--- config.mk ---
export PLATFORM = sky130hd
export DESIGN_NAME = dpfq_resp
export DESIGN_NICKNAME = d
export VERILOG_FILES = /design/src/dpfq_pkg.sv /design/src/dpfq_resp.sv
export SDC_FILE = /design/constraint.sdc
export NUM_CORES = 1
export LEC_CHECK = 0
export ABC_AREA = 1
export ABC_CLOCK_PERIOD_IN_PS = 9500
export BUFFER_PORTS_ARGS = -buffer_cell sky130_fd_sc_hd__clkbuf_2
export CAP_MARGIN = 20
export CORE_AREA = 3 3 87 171
export DETAILED_ROUTE_END_ITERATION = 6
export DIE_AREA = 0 0 90 174
export PLACE_DENSITY = 0.74
export RECOVER_POWER = 25
export REMOVE_ABC_BUFFERS = 1
export SLEW_MARGIN = 25
export SYNTH_ARGS = -nofsm -noshare
export SYNTH_HDL_FRONTEND = slang
export SYNTH_SLANG_ARGS = --single-unit
--- constraint.sdc ---
create_clock -name clock -period 9.5 [get_ports clock]
set_clock_uncertainty 0.15 [all_clocks]
set_input_delay 1.425 -clock clock [delete_from_list [all_inputs] [get_ports clock]]
set_output_delay 1.425 -clock clock [all_outputs]
set_load 0.02 [all_outputs]
--- src/dpfq_pkg.sv ---
// ----------------------------------------------------------------------------
// dpfq_pkg: shared types and constants of the dual-port frame queue
// Queue geometry, entry layout, request kinds and the DLC length decode.
// ----------------------------------------------------------------------------
package dpfq_pkg;

   localparam int QUEUE_DEPTH = 32;                       // slots per port ring
   localparam int PTR_W       = $clog2(QUEUE_DEPTH);
   localparam int SLOT_COUNT  = 2 * QUEUE_DEPTH;
   localparam int SLOT_W      = $clog2(SLOT_COUNT);
   localparam int HDR_W       = 52;
   localparam int PAY_W       = 64;
   localparam int ENTRY_W     = HDR_W + PAY_W;
   localparam logic [15:0] DROP_MAX = 16'hFFFF;

   typedef logic [PTR_W-1:0]   ptr_type;
   typedef logic [SLOT_W-1:0]  slot_type;
   typedef logic [ENTRY_W-1:0] entry_type;

   typedef enum logic [1:0] {
      KIND_PUSH   = 2'd0,
      KIND_POP    = 2'd1,
      KIND_POP_RR = 2'd2,
      KIND_NONE   = 2'd3
   } kind_type;

   // status of one request as it leaves the queue control stage
   typedef struct packed {
      logic        accepted;
      logic        popped;
      logic        port;
      logic [1:0]  ready_flags;
      logic [15:0] dropped;
   } stage_type;

   function automatic ptr_type ring_next(input ptr_type p);
      ring_next = (p == PTR_W'(QUEUE_DEPTH - 1)) ? '0 : ptr_type'(p + 1'b1);
   endfunction

   function automatic slot_type slot_of(input logic q, input ptr_type p);
      slot_of = q ? slot_type'(SLOT_W'(QUEUE_DEPTH) + SLOT_W'(p)) : SLOT_W'(p);
   endfunction

   function automatic logic [6:0] dlc_len(input logic [3:0] dlc);
      logic [6:0] len;
      unique case (dlc)
         4'd9:    len = 7'd12;
         4'd10:   len = 7'd16;
         4'd11:   len = 7'd20;
         4'd12:   len = 7'd24;
         4'd13:   len = 7'd32;
         4'd14:   len = 7'd48;
         4'd15:   len = 7'd64;
         default: len = {3'b000, dlc};
      endcase
      dlc_len = len;
   endfunction

endpackage

--- src/dpfq_resp.sv ---
// ----------------------------------------------------------------------------
// dpfq_resp: response decode and output register
// Unpacks the read entry, decodes the DLC length, holds the response for rsp_ready.
// ----------------------------------------------------------------------------
module dpfq_resp (
   input  logic                clock,
   input  logic                reset,
   input  logic                a_valid,
   input  dpfq_pkg::stage_type a_stage,
   input  dpfq_pkg::entry_type rd_data,
   output logic                advance,
   output logic                rsp_valid,
   input  logic                rsp_ready,
   output logic                rsp_accepted,
   output logic                rsp_out_port,
   output logic [28:0]         rsp_out_frame_id,
   output logic                rsp_out_id_extended,
   output logic                rsp_out_fdf,
   output logic                rsp_out_bit_rate_switch,
   output logic [3:0]          rsp_out_len_code,
   output logic [6:0]          rsp_length_bytes,
   output logic [15:0]         rsp_out_timestamp,
   output logic [63:0]         rsp_out_payload,
   output logic [1:0]          rsp_ready_flags,
   output logic [15:0]         rsp_dropped_frames
);

   logic                rsp_valid_ff;
   dpfq_pkg::entry_type frame;
   logic                accepted_ff, port_ff, ext_ff, fd_ff, brs_ff;
   logic [28:0]         id_ff;
   logic [3:0]          dlc_ff;
   logic [6:0]          len_ff;
   logic [15:0]         ts_ff, drop_ff;
   logic [63:0]         pay_ff;
   logic [1:0]          flags_ff;

   assign advance = a_valid & (~rsp_valid_ff | rsp_ready);
   // non-pop responses report zero frame fields
   assign frame   = a_stage.popped ? rd_data : '0;

   always_ff @(posedge clock) begin
      if (reset) begin
         rsp_valid_ff <= 1'b0;
      end else if (advance) begin
         rsp_valid_ff <= 1'b1;
      end else if (rsp_ready) begin
         rsp_valid_ff <= 1'b0;
      end
   end

   always_ff @(posedge clock) begin
      if (advance) begin
         accepted_ff <= a_stage.accepted;
         port_ff     <= a_stage.port;
         id_ff       <= frame[28:0];
         ext_ff      <= frame[29];
         fd_ff       <= frame[30];
         brs_ff      <= frame[31];
         dlc_ff      <= frame[35:32];
         len_ff      <= dpfq_pkg::dlc_len(frame[35:32]);
         ts_ff       <= frame[51:36];
         pay_ff      <= frame[115:52];
         flags_ff    <= a_stage.ready_flags;
         drop_ff     <= a_stage.dropped;
      end
   end

   assign rsp_valid               = rsp_valid_ff;
   assign rsp_accepted            = accepted_ff;
   assign rsp_out_port            = port_ff;
   assign rsp_out_frame_id        = id_ff;
   assign rsp_out_id_extended     = ext_ff;
   assign rsp_out_fdf             = fd_ff;
   assign rsp_out_bit_rate_switch = brs_ff;
   assign rsp_out_len_code        = dlc_ff;
   assign rsp_length_bytes        = len_ff;
   assign rsp_out_timestamp       = ts_ff;
   assign rsp_out_payload         = pay_ff;
   assign rsp_ready_flags         = flags_ff;
   assign rsp_dropped_frames      = drop_ff;

endmodule

Word-level counts from Yosys, hierarchy flattened. Index checks and enable logic that the tools add are counted.

Output and inout port bits: 145. Word-level logic and storage cells: 28. Input port bits: 141. Bits in registers: 144.

Eq/ne operators: 7. Reduce and logical (&&, ||, !) cells: 1. Bitwise gates (word level): 3. Multiplexer cells: 4.

Operators by type and width (number): case mux 7 bit (7 select lines) (1); 2-to-1 mux 36 bit (1); equality test 4 bit (second input constant) (7); 2-to-1 mux 1 bit (2); nonzero test 2 bit (1); AND 1 bit (1); inverter 1 bit (1); bitwise OR 1 bit (1).

Logic depth before layout (Yosys ltp).
Word-level depth: 4. Mapped depth: 5. Gate-level depth less buffers: 4.

Worst setup path before layout. OpenSTA, ideal clock, no wires.

Path kind: input -> output. Start point: in a_valid. End point: out advance. Buffers on the path: 0. Setup slack: -0.702 ns. Data arrival time: 8.627 ns. Data required time: 7.925 ns. Cell stages on the path: 2. Path through: inv_1 -> a21oi_1.

Word-level cells in the longest chain between the ends: 1.

RTL lines: from (decl) (line dpfq_resp.sv:8) `input logic a_valid,`; AND 1 bit (line dpfq_resp.sv:38) `assign advance = a_valid & (~rsp_valid_ff | rsp_ready);`; to (decl) (line dpfq_resp.sv:11) `output logic advance,`.

Every way passes these cells.

Final worst setup path.
Start point: in rsp_ready. End point: out advance.

Word-level cells in the longest chain between the ends: 2.

RTL lines: from (decl) (line dpfq_resp.sv:13) `input logic rsp_ready,`; bitwise OR 1 bit (line dpfq_resp.sv:38); AND 1 bit (line dpfq_resp.sv:38).

Every way passes these cells.

==> metrics.md <==
| Metric | Value |
|---|---|
| Commonest non-fill, non-tap cell in the layout | clkbuf_2 |
| Outcome | finished, violations left |
| #FFs+latches synth | 144 |
| WL final | 13900 um |
| DP HPWL | 10800 um |
| Overall power | 1.57 mW |
| Setup bufs post-CTS | 0 |
| H-tree depth | 4 |
| Largest net degree at the start of global routing | 76 |
| Final max-slew violation count | 79 |
| Worst ir drop on vdd | 0.129 mV |
| Nets@finish | 853 |
| Min Tclk post-route | 4840 ps |
| Max-slew headroom | -63.1% |
| Fraction of layout cells with a size suffix above 1 | 42.8% |
| CTS tree | done |
| Finish-stage setup viols | 0 |
| Buffers on Ports | 285 |
| Final GP Congestion | 0.861 |
| Yosys cell types | 16 |
| Multi-input gate area | 548 um2 |
| Routed vias | 3815 |
| WL/cell | 15.3 um |
| LEAKAGE | 4.10 nW |
| Hold buffers post-CTS | 0 |
| YS warnings | 0 |
| Sequential-to-total area share from yosys stat | 79.9% |
| Post-synth top area share | 79.5% |
| Remaining global-route overflow | 0 |
| CP Capture Type | primary output |
| CP Launch Type | input pin |
| Root Driver | clkbuf_16 |
| Syn Inst Count | 418 |
| Total CTS buffers | 17 |
| Reg clk slew, reported paths | 60 ps |
| Site Rows | 60 |
| Worst setup path category | in2out |
| Diodes inserted | 0 |
| Drt initial violations | 146 |
| DIE AREA | 15700 um2 |
| Drt drc | 0 |
| Fmax | 207 MHz |
| Top post-synthesis cells by area | edfxtp_1 (79%), inv_1 (8.4%), nand2_1 (8.3%) |
| HP Class | reg2reg |
| Synth Cell Area | 5400 um2 |
| Pre-antenna DRT Iters | 4 |
| Vias in the first global route | 3933 |
| Global-route usage over all layers | 17.9% |
| Final Instance Area | 7550 um2 |
| Most frequent cells in the layout | clkbuf_2 (271), edfxtp_1 (143), inv_1 (121), nand2_1 (120), clkbuf_16 (17) |
| Final period util | 50.9% |
| First-pass GRT wire length | 21300 um |
| Sink Count | 144 |
| FILL cells | 1204 |
| Top-Level Pins | 286 |
| Measured slew at the worst slew-check pin | 2450 ps |
| Max cap viols | 2 |
| Critical path fanouts, max | 18 |
| Initial Util | 39.5% |
| Area after DPL | 7020 um2 |
| Mean area per synthesized cell | 12.9 um2 |
| Largest area contributor in the netlist | edfxtp_1 |
| Critical R2R Launch | rsp_valid |
| Hold Startpoint | rsp_valid |
| Power Density | 208 nW/um2 |
| Worst skew pair latency | 390 ps |
| Area Overhead vs Synth | 39.9% |
| Critical Path RT | 7930 ps |
| Crit path DAT | 3260 ps |
| Final Hold Fails | 0 |
| Initial antenna violation count | 0 |
| Setup TNS | 0 ps |
| Failing checks | max-capacitance violations, max-slew violations |
| Detail Route Antenna Nets | 0 |
| Core Box Area | 13700 um2 |
| Worst-case clock buffer depth | 2 |
| Critical Path Source | rsp_ready |
| Post_cts resized | 0 |
| Via density | 4.19 |
| Register area | 4310 um2 |
| Width of the chip | 90 um |
| Die Ht | 174 um |
| RSZ-0062 raised after global routing | false |
[registers in the layout, summed over array words and instances, names as in the netlist]
name / cells
rsp_out_payload: 64
rsp_out_frame_id: 29
rsp_dropped_frames: 16
rsp_out_timestamp: 16
rsp_length_bytes: 7
rsp_out_len_code: 4
rsp_ready_flags: 2
rsp_accepted: 1
rsp_out_bit_rate_switch: 1
rsp_out_fdf: 1
rsp_out_id_extended: 1
rsp_out_port: 1
rsp_valid: 1
[cells in the mapped netlist, drive strengths merged]
master / count
nor3: 1
edfxtp: 143
a21oi: 2
nand3: 5
inv: 123
nand2: 122
dfxtp: 1
o21ai: 2
nor2: 6
buf: 13
[kinds of logic (layout without fill, tap and decap cells)]
| group | Yosys count | count (layout) | synth area share, % |
|---|---|---|---|
| and+or+nand+nor | 134 | 134 | 9.78 |
| AOI/OAI and AO/OA | 4 | 4 | 0.370 |
| buffers and inverters | 136 | 442 | 9.98 |
| DFF | 144 | 144 | 79.9 |
[worst max-delay path, stage by stage]
cell      delay (ps)
clkbuf_2          80
inv_1             50
a21oi_1         1280
clkbuf_2         420
[area by class of cell]
class	count	share of cell area, %
sequential	144	57.1
clock inverter	13	1.82
clock buffer	18	5.68
multi-input combinational	138	7.25
inverter	123	6.11
tap	186	3.08
timing repair buffer	288	18.9
[per-layer routing]
layer | vias up | global-route usage (%) | part of all wire [%]
met2 | 174 | 32.1 | 55
met1 | 1730 | 18.0 | 34
met5 | - | 0 | 0
li1 | 1876 | - | -
met4 | 0 | 10.2 | 4.7
met3 | 35 | 5.54 | 6.5
[power breakdown]
| group | internal [mW] | switching [mW] |
|---|---|---|
| registers | 0.748 | 0.0106 |
| clock network | 0.386 | 0.254 |
| logic | 0.0553 | 0.115 |
| total | 1.19 | 0.380 |
[path summary, 6_finish.rpt]
kind	cells after the start	slack [ps]	endpoint
setup / recovery	4	4660	advance
hold / removal	2	340	rsp_valid
setup reg to reg	3	5710	rsp_out_payload[54]
hold reg to reg	2	340	rsp_valid
[stage by stage]
stage	util, %	hold slack (ps)	setup slack, ps	instances
after floorplan	-	391	-702	405
after global placement	51.4	358	5400	879
after detailed placement	51.4	362	5330	879
after CTS	55.5	370	5490	910
after global routing	55.3	355	4470	910
final	55.3	339	4660	910
(Power assumes the default switching activity.)
