$ cat config.mk
export PLATFORM = sky130hd
export DESIGN_NAME = dpfq_ctrl
export DESIGN_NICKNAME = d
export VERILOG_FILES = /design/src/dpfq_pkg.sv /design/src/dpfq_ctrl.sv
export SDC_FILE = /design/constraint.sdc
export NUM_CORES = 1
export LEC_CHECK = 0
export ABC_AREA = 1
export ABC_CLOCK_PERIOD_IN_PS = 6000
export CORE_AREA = 4 4 159 123
export CTS_BUF_LIST = sky130_fd_sc_hd__clkbuf_16
export CTS_CLUSTER_SIZE = 28
export DETAILED_ROUTE_END_ITERATION = 10
export DIE_AREA = 0 0 163 127
export DONT_BUFFER_PORTS = 1
export GPL_TIMING_DRIVEN = 0
export PLACE_DENSITY_LB_ADDON = 0.25
export SLEW_MARGIN = 15
export SYNTH_ARGS = -nofsm -noshare
export SYNTH_HDL_FRONTEND = slang
export SYNTH_SLANG_ARGS = --single-unit
$ cat constraint.sdc
create_clock -name clock -period 6 [get_ports clock]
set_input_delay 0.6 -clock clock [delete_from_list [all_inputs] [get_ports clock]]
set_output_delay 0.6 -clock clock [all_outputs]
set_load 0.05 [all_outputs]
$ cat src/dpfq_pkg.sv
// ----------------------------------------------------------------------------
// dpfq_pkg: shared types and constants of the dual-port frame queue
// Queue geometry, entry layout, request kinds and the DLC length decode.
// ----------------------------------------------------------------------------
package dpfq_pkg;

   localparam int QUEUE_DEPTH = 32;                       // slots per port ring
   localparam int PTR_W       = $clog2(QUEUE_DEPTH);
   localparam int SLOT_COUNT  = 2 * QUEUE_DEPTH;
   localparam int SLOT_W      = $clog2(SLOT_COUNT);
   localparam int HDR_W       = 52;
   localparam int PAY_W       = 64;
   localparam int ENTRY_W     = HDR_W + PAY_W;
   localparam logic [15:0] DROP_MAX = 16'hFFFF;

   typedef logic [PTR_W-1:0]   ptr_type;
   typedef logic [SLOT_W-1:0]  slot_type;
   typedef logic [ENTRY_W-1:0] entry_type;

   typedef enum logic [1:0] {
      KIND_PUSH   = 2'd0,
      KIND_POP    = 2'd1,
      KIND_POP_RR = 2'd2,
      KIND_NONE   = 2'd3
   } kind_type;

   // status of one request as it leaves the queue control stage
   typedef struct packed {
      logic        accepted;
      logic        popped;
      logic        port;
      logic [1:0]  ready_flags;
      logic [15:0] dropped;
   } stage_type;

   function automatic ptr_type ring_next(input ptr_type p);
      ring_next = (p == PTR_W'(QUEUE_DEPTH - 1)) ? '0 : ptr_type'(p + 1'b1);
   endfunction

   function automatic slot_type slot_of(input logic q, input ptr_type p);
      slot_of = q ? slot_type'(SLOT_W'(QUEUE_DEPTH) + SLOT_W'(p)) : SLOT_W'(p);
   endfunction

   function automatic logic [6:0] dlc_len(input logic [3:0] dlc);
      logic [6:0] len;
      unique case (dlc)
         4'd9:    len = 7'd12;
         4'd10:   len = 7'd16;
         4'd11:   len = 7'd20;
         4'd12:   len = 7'd24;
         4'd13:   len = 7'd32;
         4'd14:   len = 7'd48;
         4'd15:   len = 7'd64;
         default: len = {3'b000, dlc};
      endcase
      dlc_len = len;
   endfunction

endpackage

$ cat src/dpfq_ctrl.sv
// ----------------------------------------------------------------------------
// dpfq_ctrl: ring pointer and flag control
// Decides push/pop per request, moves pointers, drives the memory, holds stage A.
// ----------------------------------------------------------------------------
module dpfq_ctrl (
   input  logic                clock,
   input  logic                reset,
   input  logic                accept,
   input  logic                advance,
   input  logic [1:0]          req_kind,
   input  logic                req_port,
   input  logic [28:0]         req_frame_id,
   input  logic                req_id_extended,
   input  logic                req_fdf,
   input  logic                req_bit_rate_switch,
   input  logic [3:0]          req_len_code,
   input  logic [15:0]         req_rx_timestamp,
   input  logic [63:0]         req_payload,
   output logic                wr_en,
   output dpfq_pkg::slot_type  wr_addr,
   output dpfq_pkg::entry_type wr_data,
   output logic                rd_en,
   output dpfq_pkg::slot_type  rd_addr,
   output logic                a_valid,
   output dpfq_pkg::stage_type a_stage
);

   dpfq_pkg::ptr_type   wp_ff [2];
   dpfq_pkg::ptr_type   rp_ff [2];
   dpfq_pkg::ptr_type   wp_in [2];
   dpfq_pkg::ptr_type   rp_in [2];
   logic                nxt_ff, nxt_in;
   logic [1:0]          ready_ff, ready_in;
   logic [15:0]         drop_ff, drop_in;
   logic                a_valid_ff;
   dpfq_pkg::stage_type stage_ff, stage_in;
   logic                full, push_ok, pop_go, pop_q;
   logic [1:0]          empty;

   assign empty[0] = (wp_ff[0] == rp_ff[0]);
   assign empty[1] = (wp_ff[1] == rp_ff[1]);
   assign full     = (dpfq_pkg::ring_next(wp_ff[req_port]) == rp_ff[req_port]);

   always_comb begin
      wp_in    = wp_ff;
      rp_in    = rp_ff;
      nxt_in   = nxt_ff;
      ready_in = ready_ff;
      drop_in  = drop_ff;
      push_ok  = 1'b0;
      pop_go   = 1'b0;
      pop_q    = 1'b0;
      unique case (dpfq_pkg::kind_type'(req_kind))
         dpfq_pkg::KIND_PUSH: begin
            if (full) begin
               if (drop_ff != dpfq_pkg::DROP_MAX) begin
                  drop_in = drop_ff + 16'd1;
               end
            end else begin
               push_ok          = 1'b1;
               wp_in[req_port]  = dpfq_pkg::ring_next(wp_ff[req_port]);
            end
            ready_in[req_port] = 1'b1;
         end
         dpfq_pkg::KIND_POP: begin
            if (empty[req_port]) begin
               ready_in[req_port] = 1'b0;
            end else begin
               pop_go = 1'b1;
               pop_q  = req_port;
            end
         end
         dpfq_pkg::KIND_POP_RR: begin
            if (!empty[nxt_ff]) begin
               pop_go = 1'b1;
               pop_q  = nxt_ff;
            end else begin
               ready_in[nxt_ff] = 1'b0;
               if (!empty[!nxt_ff]) begin
                  pop_go = 1'b1;
                  pop_q  = !nxt_ff;
               end else begin
                  ready_in[!nxt_ff] = 1'b0;
               end
            end
            if (pop_go) begin
               nxt_in = !pop_q;
            end
         end
         default: begin
         end
      endcase
      if (pop_go) begin
         rp_in[pop_q]    = dpfq_pkg::ring_next(rp_ff[pop_q]);
         ready_in[pop_q] = (dpfq_pkg::ring_next(rp_ff[pop_q]) != wp_ff[pop_q]);
      end
      stage_in.accepted    = push_ok | pop_go;
      stage_in.popped      = pop_go;
      stage_in.port        = pop_go & pop_q;
      stage_in.ready_flags = ready_in;
      stage_in.dropped     = drop_in;
   end

   assign wr_en   = accept & push_ok;
   assign wr_addr = dpfq_pkg::slot_of(req_port, wp_ff[req_port]);
   assign wr_data = {req_payload, req_rx_timestamp, req_len_code, req_bit_rate_switch,
                     req_fdf, req_id_extended, req_frame_id};
   assign rd_en   = accept & pop_go;
   assign rd_addr = dpfq_pkg::slot_of(pop_q, rp_ff[pop_q]);

   always_ff @(posedge clock) begin
      if (reset) begin
         wp_ff[0]   <= '0;
         wp_ff[1]   <= '0;
         rp_ff[0]   <= '0;
         rp_ff[1]   <= '0;
         nxt_ff     <= 1'b0;
         ready_ff   <= '0;
         drop_ff    <= '0;
         a_valid_ff <= 1'b0;
      end else begin
         if (accept) begin
            wp_ff    <= wp_in;
            rp_ff    <= rp_in;
            nxt_ff   <= nxt_in;
            ready_ff <= ready_in;
            drop_ff  <= drop_in;
         end
         if (accept) begin
            a_valid_ff <= 1'b1;
         end else if (advance) begin
            a_valid_ff <= 1'b0;
         end
      end
   end

   always_ff @(posedge clock) begin
      if (accept) begin
         stage_ff <= stage_in;
      end
   end

   assign a_valid = a_valid_ff;
   assign a_stage = stage_ff;

endmodule

==> After elaboration in Yosys (flattened, before gate mapping) <==
Index checks and enable logic that the tools add are counted.
{ "word_totals": {"ff_bits": 61, "in_bits": 123, "out_inout_bits": 152, "wordCells": 125} }
{ "classes": {"add_sub_neg": 5, "n_lt_le_gt_ge": 12, "n_eq_ne": 9, "muxes": 59, "n_bitwise": 14, "reduce_logical": 13} }
{ "op_table": {"columns": ["cell", "n"], "rows": [
  ["2-to-1 mux 5 bit", 16],
  ["2-to-1 mux 16 bit", 3],
  ["2-to-1 mux 1 bit", 22],
  ["bitwise mux 10 bit", 2],
  ["adder 16 x 1 -> 16 bit (second input constant)", 1],
  ["inequality test 16 bit (second input constant)", 1],
  ["equality test 5 bit", 3],
  ["adder 6 x 5 -> 6 bit (first input constant)", 2],
  ["2-to-1 mux 6 bit", 2],
  ["adder 5 x 1 -> 5 bit (second input constant)", 2],
  ["demux 5 bit (select 1 bit)", 2],
  ["equality test 5 bit (second input constant)", 2],
  ["< comparator 1 x 2 -> 1 bit (second input constant)", 4],
  ["2-to-1 mux 2 bit", 4],
  ["bitwise AND 2 bit", 3],
  ["logical AND 1 bit", 6],
  ["NOT 2 bit", 3],
  ["case mux 2 bit (3 select lines)", 1],
  ["AND reduction 3 bit", 2],
  ["inequality test 5 bit", 1],
  ["demux 1 bit (select 1 bit)", 4],
  ["greater-or-equal comparator 1 bit (second input constant)", 4],
  ["greater-or-equal comparator 2 bit (second input constant)", 2],
  ["< comparator 2 x 1 -> 1 bit (second input constant)", 2],
  ["13 further kinds", 18]
]} }

==> Longest topological paths before layout <==
Gate-level depths: netlist of the first run.
{ "depth": {"ltp_word": 16, "ltp_mapped": 27, "ltp_nobuf": 27} }

==> Worst setup path before layout of the first run <==
No wires, ideal clock.
{ "synth_timing": {"path_kind": "input to register", "from": "in req_port", "to": "reg wp_ff[0] (netlist bit)", "setup_ns": 0.123, "arrival_time_ns": 4.090, "t_required_ns": 5.877, "slack_ns": 1.787, "stages": 15, "n_path_buf": 3, "path_cell_list": "buf_6 buf_6 buf_2 o21ai_0 ha_1 xor2_1 nor2_1 nand2_1 nor2_1 nand2_2 nor2_8 nor3_4 nand2_1 o21ai_0 a21oi_1"} }
{ "synth_via": {"elab_chain_cells": 9, "word_cells_on_any_way": 19, "classes_between": "add/sub: 1; order compare: 2; eq/ne: 2; mux: 10; bitwise: 2; reduce/logical: 2"} }
{ "synth_lines": {"columns": ["item", "line_no", "text"], "rows": [
  ["from (decl)", "dpfq_ctrl.sv:11", "input logic req_port,"],
  ["NOT 1 -> 2 bit (implied by the code) *", "dpfq_ctrl.sv:42, dpfq_ctrl.sv:61", null],
  ["2-to-1 mux 5 bit (implied by the code) (3 in series)", "dpfq_ctrl.sv:42, dpfq_ctrl.sv:61", null],
  ["adder 5 x 1 -> 5 bit / equality test 5 bit (equally long branches)", "dpfq_pkg.sv:37", "ring_next = (p == PTR_W'(QUEUE_DEPTH - 1)) ? '0 : ptr_type'(p + 1'b1);"],
  ["2-to-1 mux 5 bit", "dpfq_pkg.sv:37", null],
  ["equality test 5 bit", "dpfq_ctrl.sv:42", "assign full = (dpfq_pkg::ring_next(wp_ff[req_port]) == rp_ff[req_port]);"],
  ["NOT 1 bit (no source line)", null, null],
  ["AND reduction 3 bit (no source line)", null, null],
  ["to (signal assigned)", "dpfq_ctrl.sv:123", "wp_ff <= wp_in;"],
  ["to (decl)", "dpfq_ctrl.sv:28", "dpfq_pkg::ptr_type wp_ff [2];"]
]} }
Every way passes the cells marked *; elsewhere a longest branch is shown, timed or not. The select of a mux whose other input is x is not followed.
A chain may end at the register's enable or synchronous reset.

==> Worst setup path in the final report of the first run <==
{ "layout_timing": {"from": "reg wp_ff[6] (netlist bit)", "to": "out wr_en"} }
{ "layout_via": {"elab_chain_cells": 9, "word_cells_on_any_way": 10, "classes_between": "add/sub: 1; eq/ne: 2; mux: 6; bitwise: 1"} }
{ "layout_lines": {"columns": ["item", "line_no", "text"], "rows": [
  ["2-to-1 mux 5 bit (implied by the code) * (3 in series)", "dpfq_ctrl.sv:42", null],
  ["adder 5 x 1 -> 5 bit / equality test 5 bit (equally long branches)", "dpfq_pkg.sv:37", null],
  ["2-to-1 mux 5 bit *", "dpfq_pkg.sv:37", null],
  ["equality test 5 bit *", "dpfq_ctrl.sv:42", null],
  ["2-to-1 mux 1 bit *", "dpfq_ctrl.sv:55", "if (full) begin"],
  ["2-to-1 mux 1 bit *", "dpfq_ctrl.sv:53", "unique case (dpfq_pkg::kind_type'(req_kind))"],
  ["bitwise AND 1 bit *", "dpfq_ctrl.sv:104", "assign wr_en = accept & push_ok;"],
  ["to (decl)", "dpfq_ctrl.sv:19", "output logic wr_en,"]
]} }
Marks and branches as above.

==> impl_metrics.yaml, run 1 <==
clocking:
  cts.root.buffer_cell: "clkbuf_16"
  clkLatencyLatePin_ns: 0.34
  postCtsResizedCells: 0
  cts-htree-levels: 3
  cts.sinks: 61
  hold_buffers: 0
  cts_buffers: 9
  clockBufferDepth: 2
  cts_tree: "done"
  cts.clk_slew.worst_paths_ns: 0.05
  post_cts_buffers: 0
grt:
  gr-usage-met3: 0.0384
  grt_pass1_vias: 3152
  grtUsageTotal: 0.106
  antenna_found_initial: 0
  grt-busiest-layer: "met2"
  grt_start_max_net_pins: 28
  overflow: 0
  grt_pass1_wl_mm: 17.1
  grtUsageMet2: 0.156
  gr-usage-met1: 0.143
synth:
  yosys_register_bits: 61
  synth.cell_area_um2: 4410
  yosys.area.top_type: "buf_4"
  yosysMostFrequentCell: "buf_4"
  synthTopCellsByArea: "buf_4, dfxtp_1, edfxtp_1"
  ys_seq_area_frac: 0.325
  syn-mean-instance-area_um2: 7.49
  synth_cells: 589
  synth-edff-count: 21
  synth_top_flop_cell: "dfxtp_1"
  synthTopCellsByCount: "buf_4, nand2_1, inv_1, dfxtp_1, o21ai_0"
  yosys_warnings: 0
  ys_types: 41
  syn-num-nets: 721
  synth_top_area_share: 0.203
  ys_async_sr_fraction: 0
finish:
  fill_cells: 2001
  diodes: 0
  layout.nets: 736
  fin_cells: 856
  drive_above_1_share: 0.271
  area_growth_pct: 14.7
worst_setup_path:
  crit_path_start_kind: "flop"
  cp.required_ns: 5.40
  rrSetupSlack_ns: 1.98
  crit_family: "simple AND/OR/NAND/NOR gates"
  cp_cell_sequence: "inv_1 -> o21ai_1 -> ha_1 -> nand2_1 -> nor2_1 -> ha_1 -> xor2_1 -> nor2_1 -> nand2_1 -> nor2_1 -> nand2_2 -> nor2_8 -> nor3_4"
  crit_type: "flop to output port"
  critPathArrivalTime_ns: 3.56
  path_buf_inv: 1
  path_max_fanout: 6
  crit_slowest_cell: "o21ai_1"
  cp_slowest_stage_delay_ns: 0.88
  endpoint_kind: "output port"
  crit_top_cell: "nor2_1"
place:
  place_hpwl_mm: 9.34
  gp_congestion: 0.784
  portBuffers: 0
  place_inst: 840
pwr:
  p_seq_frac: 0.353
  p_sw_w: 0.000543
  power_density_nw_per_um2: 290
  pwr-share-comb: 0.268
  swShare: 0.370
  vdd_drop_max_uv: 122
  power.share.clock: 0.380
  internal_power_w: 0.000924
  power_leakage_nw: 2.43
sta:
  rsz0062_at_grt: "false"
  max_freq_mhz: 241
  final.setup.tns_ns: 0
  relSlewSlack: 0.240
  report.final.slew_viol_count: 0
  final-setup-viol-count: 0
  hold_viol: 0
  tightest_slew_ns: 1.13
  fin_skew_ns: 0.00614
  finalCritPeriodShare: 0.693
  fin_crit_ns: 4.16
die:
  coreArea_um2: 18100
  rows: 43
  dieArea_um2: 20700
  initial_core_util: 0.244
  die_height_um: 127
  die_x_um: 163
  ios: 275
min_path:
  min_path_type: "input pin to flop"
detailed_routing:
  drc: 0
  wl_mm: 11.7
  drt-initial-drc-count: 164
  dr.pass1.iters: 5
  drt.antenna.violating_nets: 0
  num_vias: 3435
  via_per_inst: 4.01
  wire_per_inst_um: 13.6
run_status:
  status: "complete, no violations"
run:
  drv_cap: 0
registers in the layout, summed over array words and instances, names as in the netlist:
register  cells
a_valid       1
wp_ff        10
a_stage      21
ready_ff      2
drop_ff      16
rp_ff        10
nxt_ff        1
placed cells by master, fill, tap and decap left out, types with 2 or more instances in the layout:
cell / instances
nand3b_1: 3
clkinv_2: 2
o21ai_0: 35
nor3_1: 9
nand3_2: 2
nor2_1: 36
nand4_1: 4
o211ai_1: 2
nand3_1: 29
inv_1: 81
buf_4: 121
ha_1: 9
nand2_2: 6
buf_2: 3
clkbuf_16: 9
buf_1: 2
a21oi_1: 36
o21ai_2: 3
dfxtp_1: 40
clkinv_1: 2
nand2_1: 88
o21ai_1: 13
clkbuf_1: 8
edfxtp_1: 21
buf_6: 2
xor2_1: 19
nand2_4: 2
bufinv_16: 2
inv_2: 2
metrics by stage:
step                cell area (µm²)  setup WS, ns  hold WS [ns]  power, W   util
floorplan                      4410          1.79         0.470  0.000870      -
global placement               4720          1.18         0.536  0.000920  0.261
detailed placement             4740          1.73         0.529  0.000922  0.262
CTS                            5060          1.85         0.357   0.00149  0.280
global route                   5060          1.72         0.358   0.00153  0.280
finish                         5060          1.84         0.373   0.00147  0.280
cell families (layout without fill, tap and decap cells):
kind of cell | count (synthesis) | count (layout) | synth area share
simple gates | 187 | 187 | 0.204
flops | 61 | 61 | 0.325
xor+xnor | 20 | 20 | 0.0397
fa+ha+maj | 9 | 9 | 0.0255
compound gates | 96 | 96 | 0.117
buf+inv | 216 | 236 | 0.289
cell type report:
class / count / area (µm²) / area share
inverter: 84 / 315 / 0.0624
clock buffer: 9 / 225 / 0.0445
tap: 247 / 309 / 0.0611
sequential: 61 / 1430 / 0.283
buffer: 132 / 961 / 0.190
timing repair buffer: 4 / 22.5 / 0.00445
clock inverter: 7 / 90.1 / 0.0178
multi-input combinational: 312 / 1700 / 0.337
power by group through the flow:
stage               clock network (W)  registers [W]  logic (W)
global route                 0.000586       0.000521   0.000421
global placement                    0       0.000527   0.000393
finish                       0.000557       0.000517   0.000393
CTS                          0.000571       0.000518   0.000396
floorplan                           0       0.000519   0.000351
detailed placement                  0       0.000526   0.000396
metal layers:
metal,share of wire,vias to the layer above
met4,0.014,0
met1,0.46,1514
met5,0,-
met2,0.45,124
met3,0.075,9
li1,-,1788
worst register-to-register path: stages, from the launching register on:
cell and delay (ns):
dfxtp_1 0.35, inv_1 0.11, o21ai_1 0.88, ha_1 0.33, nand2_1 0.06, nor2_1 0.12, ha_1 0.27, xor2_1 0.16
nor2_1 0.06, nand2_1 0.06, nor2_1 0.06, nand2_2 0.10, nor2_8 0.06, nor3_4 0.57, nand2_1 0.39, o21ai_0 0.25
a21oi_1 0.06
worst paths after layout:
kind	startpoint	end	depth (start not counted)
max	wp_ff[6]	wr_en	13
min	accept	a_stage[4]	0
max reg2reg	wp_ff[6]	wp_ff[1]	16
min reg2reg	wp_ff[2]	wp_ff[2]	2
Note: power is estimated with default switching activity, not from simulation.
==> inputs of run 2 (changes only) <==
--- a/config.mk
+++ b/config.mk
@@ -6,7 +6,7 @@
 export NUM_CORES = 1
 export LEC_CHECK = 0
 export ABC_AREA = 1
-export ABC_CLOCK_PERIOD_IN_PS = 6000
+export ABC_CLOCK_PERIOD_IN_PS = 4000
 export CORE_AREA = 4 4 159 123
 export CTS_BUF_LIST = sky130_fd_sc_hd__clkbuf_16
 export CTS_CLUSTER_SIZE = 28
==> constraint.sdc (replaced) <==
create_clock -name clock -period 4 [get_ports clock]
set_input_delay 0.4 -clock clock [delete_from_list [all_inputs] [get_ports clock]]
set_output_delay 0.4 -clock clock [all_outputs]
set_load 0.05 [all_outputs]
==> run 2 against run 1 <==
Against the previous run:
- critical endpoint is now wp_ff[0]
- sequential share of layout area is 0.14 points higher
- highest routed layer unchanged
- wire length is 2.5% lower
- critical path depth is 2 higher
- global-route usage is 0.30 points lower
- first-iteration DRC count is 30% higher
- power is 45% higher
==> impl_metrics.yaml, run 2 (synthesis results as in run 1) <==
grt:
  grtUsageTotal: 0.103
  grt_start_max_net_pins: 28
  antenna_found_initial: 0
  grt_pass1_vias: 3108
  grt_pass1_wl_mm: 16.9
  overflow: 0
pwr:
  power_density_nw_per_um2: 423
  p_sw_w: 0.000806
  power.share.clock: 0.359
  p_seq_frac: 0.365
  power_leakage_nw: 2.41
  internal_power_w: 0.00132
  swShare: 0.379
  vdd_drop_max_uv: 241
  finalPower_w: 0.00213
  pwr-share-comb: 0.276
finish:
  fin_cells: 854
  largest_reg_flops: 21
  fill_cells: 1990
  layout_common_cells: "buf_4, nand2_1, inv_1, dfxtp_1"
  area_growth_pct: 14.1
  finalInstanceArea_um2: 5030
  diodes: 0
  layout.nets: 734
  drive_above_1_share: 0.275
  final_common_cell: "buf_4"
min_path:
  min_from: "accept"
  hold_path_depth: 0
  min_path_type: "input pin to flop"
  min_to: "a_stage[4]"
sta:
  fin_skew_ns: 0.00569
  rsz0062_at_grt: "false"
  report.final.slew_viol_count: 0
  final-setup-viol-count: 0
  relSlewSlack: 0.243
  finalCritPeriodShare: 0.923
  max_freq_mhz: 271
  tightest_slew_ns: 1.13
  fin_crit_ns: 3.69
  hold_viol: 0
worst_setup_path:
  critPathArrivalTime_ns: 3.90
  crit_type: "input pin to flop"
  crit_path_start_kind: "input pin"
  r2r_start: "wp_ff[5]"
  cp.required_ns: 4.21
  path_max_fanout: 10
  rrSetupSlack_ns: 0.36
  r2r_cells: 16
  rr_endpoint: "wp_ff[0]"
  endpoint_kind: "flop"
place:
  place_inst: 838
  gp_congestion: 0.773
  portBuffers: 0
  place_hpwl_mm: 9.21
  place_area_um2: 4730
detailed_routing:
  wire_per_inst_um: 13.3
  wl_mm: 11.4
  dr.pass1.iters: 5
  num_vias: 3441
  drt.antenna.violating_nets: 0
  drt-initial-drc-count: 213
  drc: 0
  via_per_inst: 4.03
clocking:
  cts-htree-levels: 3
  cts.clk_slew.worst_paths_ns: 0.06
  cts.sinks: 61
  post_cts_buffers: 0
  clkLatencyLatePin_ns: 0.33
  cts_tree: "done"
  cts.root.buffer_cell: "clkbuf_16"
  cts_buffers: 9
  clockBufferDepth: 2
die:
  ios: 275
  coreArea_um2: 18100
  die_height_um: 127
  die_x_um: 163
  rows: 43
  dieArea_um2: 20700
  initial_core_util: 0.244
run_status:
  status: "complete, no violations"
run:
  drv_cap: 0
==> run 2: cell types whose count changed in the layout (fill, tap and decap cells not counted), sizes merged <==
cell,previous run,this run
bufinv,2,1
clkinvlp,1,2
inv,83,84
buf,128,126
clkinv,5,4
==> run 2: layout make-up <==
cell class,instances,area (µm²),share of cell area
plain buffers,132,961,0.191
inverters,84,315,0.0627
clock buffers,9,225,0.0448
clock inverters,7,67.6,0.0134
repair buffers,2,11.3,0.00224
multi-input cells,312,1710,0.340
well taps,247,309,0.0614
flip-flops and latches,61,1430,0.285
==> run 2: metal layers <==
metal  vias to the layer above  routed length [µm]  global-route usage
met1                      1523                5370               0.148
met4                         0                 151              0.0345
li1                       1781                   -                   -
met2                       126                5030               0.148
met5                         -                   0                   0
met3                        11                 833              0.0274
==> run 2: timing repair <==
item	4_1_cts	5_1_grt
hold buffers	0	0
endpoints found under the setup margin	3	4
gates resized for setup	1	2
endpoints found under the hold margin	0	0
==> run 2: worst max-delay path by stage <==
stage               startpoint     endpoint  slack (ns)  depth (start not counted)
floorplan             req_port  a_stage[17]        0.32                         17
global placement      rp_ff[6]  a_stage[17]       -0.39                         20
detailed placement    req_port     wp_ff[0]       -0.08                         16
CTS                   rp_ff[6]  a_stage[16]        0.24                         24
global route          wp_ff[5]     wp_ff[1]        0.09                         16
finish                req_port     wp_ff[0]        0.31                         15
==> run 2: power groups by stage <==
stage	clock [W]	combinational, W	sequential, W
6_report	0.000764	0.000587	0.000776
5_1_grt	0.000816	0.000633	0.000781
4_1_cts	0.000782	0.000593	0.000777
3_5_place_dp	0	0.000592	0.000789
3_3_place_gp	0	0.000589	0.000790
2_1_floorplan	0	0.000527	0.000778
==> run 2: worst max-delay path: stages <==
cell	delay [ns]
buf_6	0.12
buf_6	0.13
buf_2	0.18
o21ai_1	0.89
ha_1	0.43
xor2_1	0.16
nor2_1	0.06
nand2_1	0.06
nor2_1	0.05
nand2_2	0.10
nor2_8	0.06
nor3_4	0.56
nand2_1	0.37
o21ai_0	0.24
a21oi_1	0.06
==> run 2: per-stage QoR <==
step	setup TNS, ns	hold WS [ns]	setup WS [ns]	utilization
floorplan	0	0.470	0.320	-
global placement	-1.90	0.516	-0.391	0.261
detailed placement	-0.248	0.516	-0.0755	0.262
CTS	0	0.165	0.243	0.278
global route	0	0.160	0.0922	0.278
finish	0	0.179	0.307	0.278
==> inputs of run 3 (changes only) <==
--- a/config.mk
+++ b/config.mk
@@ -6,7 +6,7 @@
 export NUM_CORES = 1
 export LEC_CHECK = 0
 export ABC_AREA = 1
-export ABC_CLOCK_PERIOD_IN_PS = 4000
+export ABC_CLOCK_PERIOD_IN_PS = 4740
 export CORE_AREA = 4 4 159 123
 export CTS_BUF_LIST = sky130_fd_sc_hd__clkbuf_16
 export CTS_CLUSTER_SIZE = 28
@@ -15,7 +15,7 @@
 export DONT_BUFFER_PORTS = 1
 export GPL_TIMING_DRIVEN = 0
 export PLACE_DENSITY_LB_ADDON = 0.25
-export SLEW_MARGIN = 15
+export SLEW_MARGIN = 0
 export SYNTH_ARGS = -nofsm -noshare
 export SYNTH_HDL_FRONTEND = slang
 export SYNTH_SLANG_ARGS = --single-unit
==> constraint.sdc (replaced) <==
create_clock -name clock -period 4.74 [get_ports clock]
set_input_delay 0.948 -clock clock [delete_from_list [all_inputs] [get_ports clock]]
set_output_delay 0.948 -clock clock [all_outputs]
set_load 0.05 [all_outputs]
==> run 3 against run 2 <==
Against the previous run:
- combinational power shrank 16%
- die area is the same
- design area is essentially flat
- utilization is essentially flat
- first-iteration DRC count shrank 3.8%
- flip-flop and latch count is the same
- non-clock buffer count is the same
- global-route usage is essentially flat
- wire length grew 0.26%
- power shrank 16%
- cell count is the same
- largest power group unchanged
- highest routed layer unchanged
==> impl_metrics.yaml, run 3 (synthesis results as in run 1) <==
place:
  pre_cts_ws_ns: -0.0246
  portBuffers: 0
  gp_congestion: 0.773
  place_hpwl_mm: 9.21
  place_area_um2: 4730
detailed_routing:
  via_per_inst: 4.04
  num_vias: 3453
  wl_mm: 11.4
  drt-initial-drc-count: 205
  dr.pass1.iters: 4
  drt.antenna.violating_nets: 0
  wire_per_inst_um: 13.4
  drc: 0
grt:
  grt_pass1_vias: 3107
  grt_start_max_net_pins: 28
  overflow: 0
  grtUsageTotal: 0.103
  antenna_found_initial: 0
  grt_pass1_wl_mm: 16.9
worst_setup_path:
  crit_type: "input pin to output port"
  cp.required_ns: 3.79
  crit_top_cell: "nor2_1"
  crit_slowest_cell: "o21ai_2"
  critPathArrivalTime_ns: 3.51
  r2r_cells: 24
  path_max_fanout: 8
  cp_cell_sequence: "buf_6 -> o21ai_2 -> ha_1 -> nand2_1 -> nor2_1 -> ha_1 -> xor2_1 -> nor2_1 -> nand2_1 -> nor2_1 -> nand2_2 -> nor2_8 -> nor3_4"
  endpoint_kind: "output port"
  crit_path_start_kind: "input pin"
  cp_slowest_stage_delay_ns: 0.61
sta:
  rsz0062_at_grt: "false"
  tightest_slew_ns: 0.945
  whs_ns: 0.541
  report.final.slew_viol_count: 0
  fin_crit_ns: 4.46
  max_freq_mhz: 224
  final-setup-viol-count: 0
  hold_viol: 0
  relSlewSlack: 0.368
  fin_ws_ns: 0.278
  finalCritPeriodShare: 0.941
  fin_skew_ns: 0.00569
die:
  initial_core_util: 0.244
  die_x_um: 163
  ios: 275
  die_height_um: 127
  dieArea_um2: 20700
  rows: 43
  coreArea_um2: 18100
finish:
  final_common_cell: "buf_4"
  layout.nets: 734
  drive_above_1_share: 0.273
  area_growth_pct: 14.1
  finalInstanceArea_um2: 5030
  largest_reg_flops: 21
  diodes: 0
  layout_common_cells: "buf_4, nand2_1, inv_1, dfxtp_1"
clocking:
  cts.root.buffer_cell: "clkbuf_16"
  clockBufferDepth: 2
  cts_tree: "done"
  cts.clk_slew.worst_paths_ns: 0.05
  post_cts_buffers: 0
  cts-htree-levels: 3
  clkLatencyLatePin_ns: 0.33
  cts.sinks: 61
  cts_buffers: 9
run:
  drv_cap: 0
run_status:
  status: "complete, no violations"
pwr:
  finalPower_w: 0.00180
  vdd_drop_max_uv: 204
  power_density_nw_per_um2: 357
  power_leakage_nw: 2.42
min_path:
  hold_path_depth: 2
  min_path_type: "flop to flop"
## run 3: cell count changes in the layout (fill, tap and decap cells not counted)
cell     previous run  this run
o21ai_2             4         5
o21ai_1            12        11
nand2_2             8         6
nand2_1            86        88
## run 3: final timing paths
check | startpoint | slack [ns] | endpoint
hold reg to reg | wp_ff[0] | 0.54 | wp_ff[0]
hold / removal | wp_ff[0] | 0.54 | wp_ff[0]
setup / recovery | req_port | 0.28 | wr_en
setup reg to reg | rp_ff[6] | 1.03 | a_stage[17]
## run 3: where the power goes
group	internal [W]	switching [W]	total, W
Clock	0.000403	0.000242	0.000646
Combinational	0.000132	0.000364	0.000496
Sequential	0.000580	0.0000745	0.000655
## run 3: cell type report
type                       instances  area, µm²
fill                            1987      13000
tap                              247        309
inverter                          84        315
clock buffer                       9        225
clock inverter                     7       67.6
timing repair buffer               2       11.3
multi-input combinational        312       1710
buffer                           132        961
sequential                        61       1430
## run 3: worst max-delay path: cells and delay by family
kind / cells / cell delay, ns
compound gates: 1 / 0.61
fa+ha+maj: 2 / 0.59
buf+inv: 1 / 0.12
simple gates: 8 / 1.07
xor+xnor: 1 / 0.16
## run 3: timing repair
action	in CTS	in global routing
hold buffers	0	0
gates resized for setup	2	0
endpoints found under the setup margin	1	0
endpoints found under the hold margin	0	0
## run 3: routing by layer
| metal | wire, µm | part of all wire | GRT usage | up-vias |
|---|---|---|---|---|
| met4 | 151 | 0.013 | 0.0345 | 0 |
| met3 | 782 | 0.069 | 0.0274 | 11 |
| met1 | 5410 | 0.47 | 0.148 | 1537 |
| li1 | - | - | - | 1780 |
| met2 | 5070 | 0.44 | 0.148 | 125 |
| met5 | 0 | 0 | 0 | - |
## run 3: stage by stage
step	cells	utilization	setup TNS, ns
finish	854	0.278	0
global route	854	0.278	0
CTS	854	0.278	0
detailed placement	838	0.262	-0.0246
global placement	836	0.261	-0.389
floorplan	589	-	0
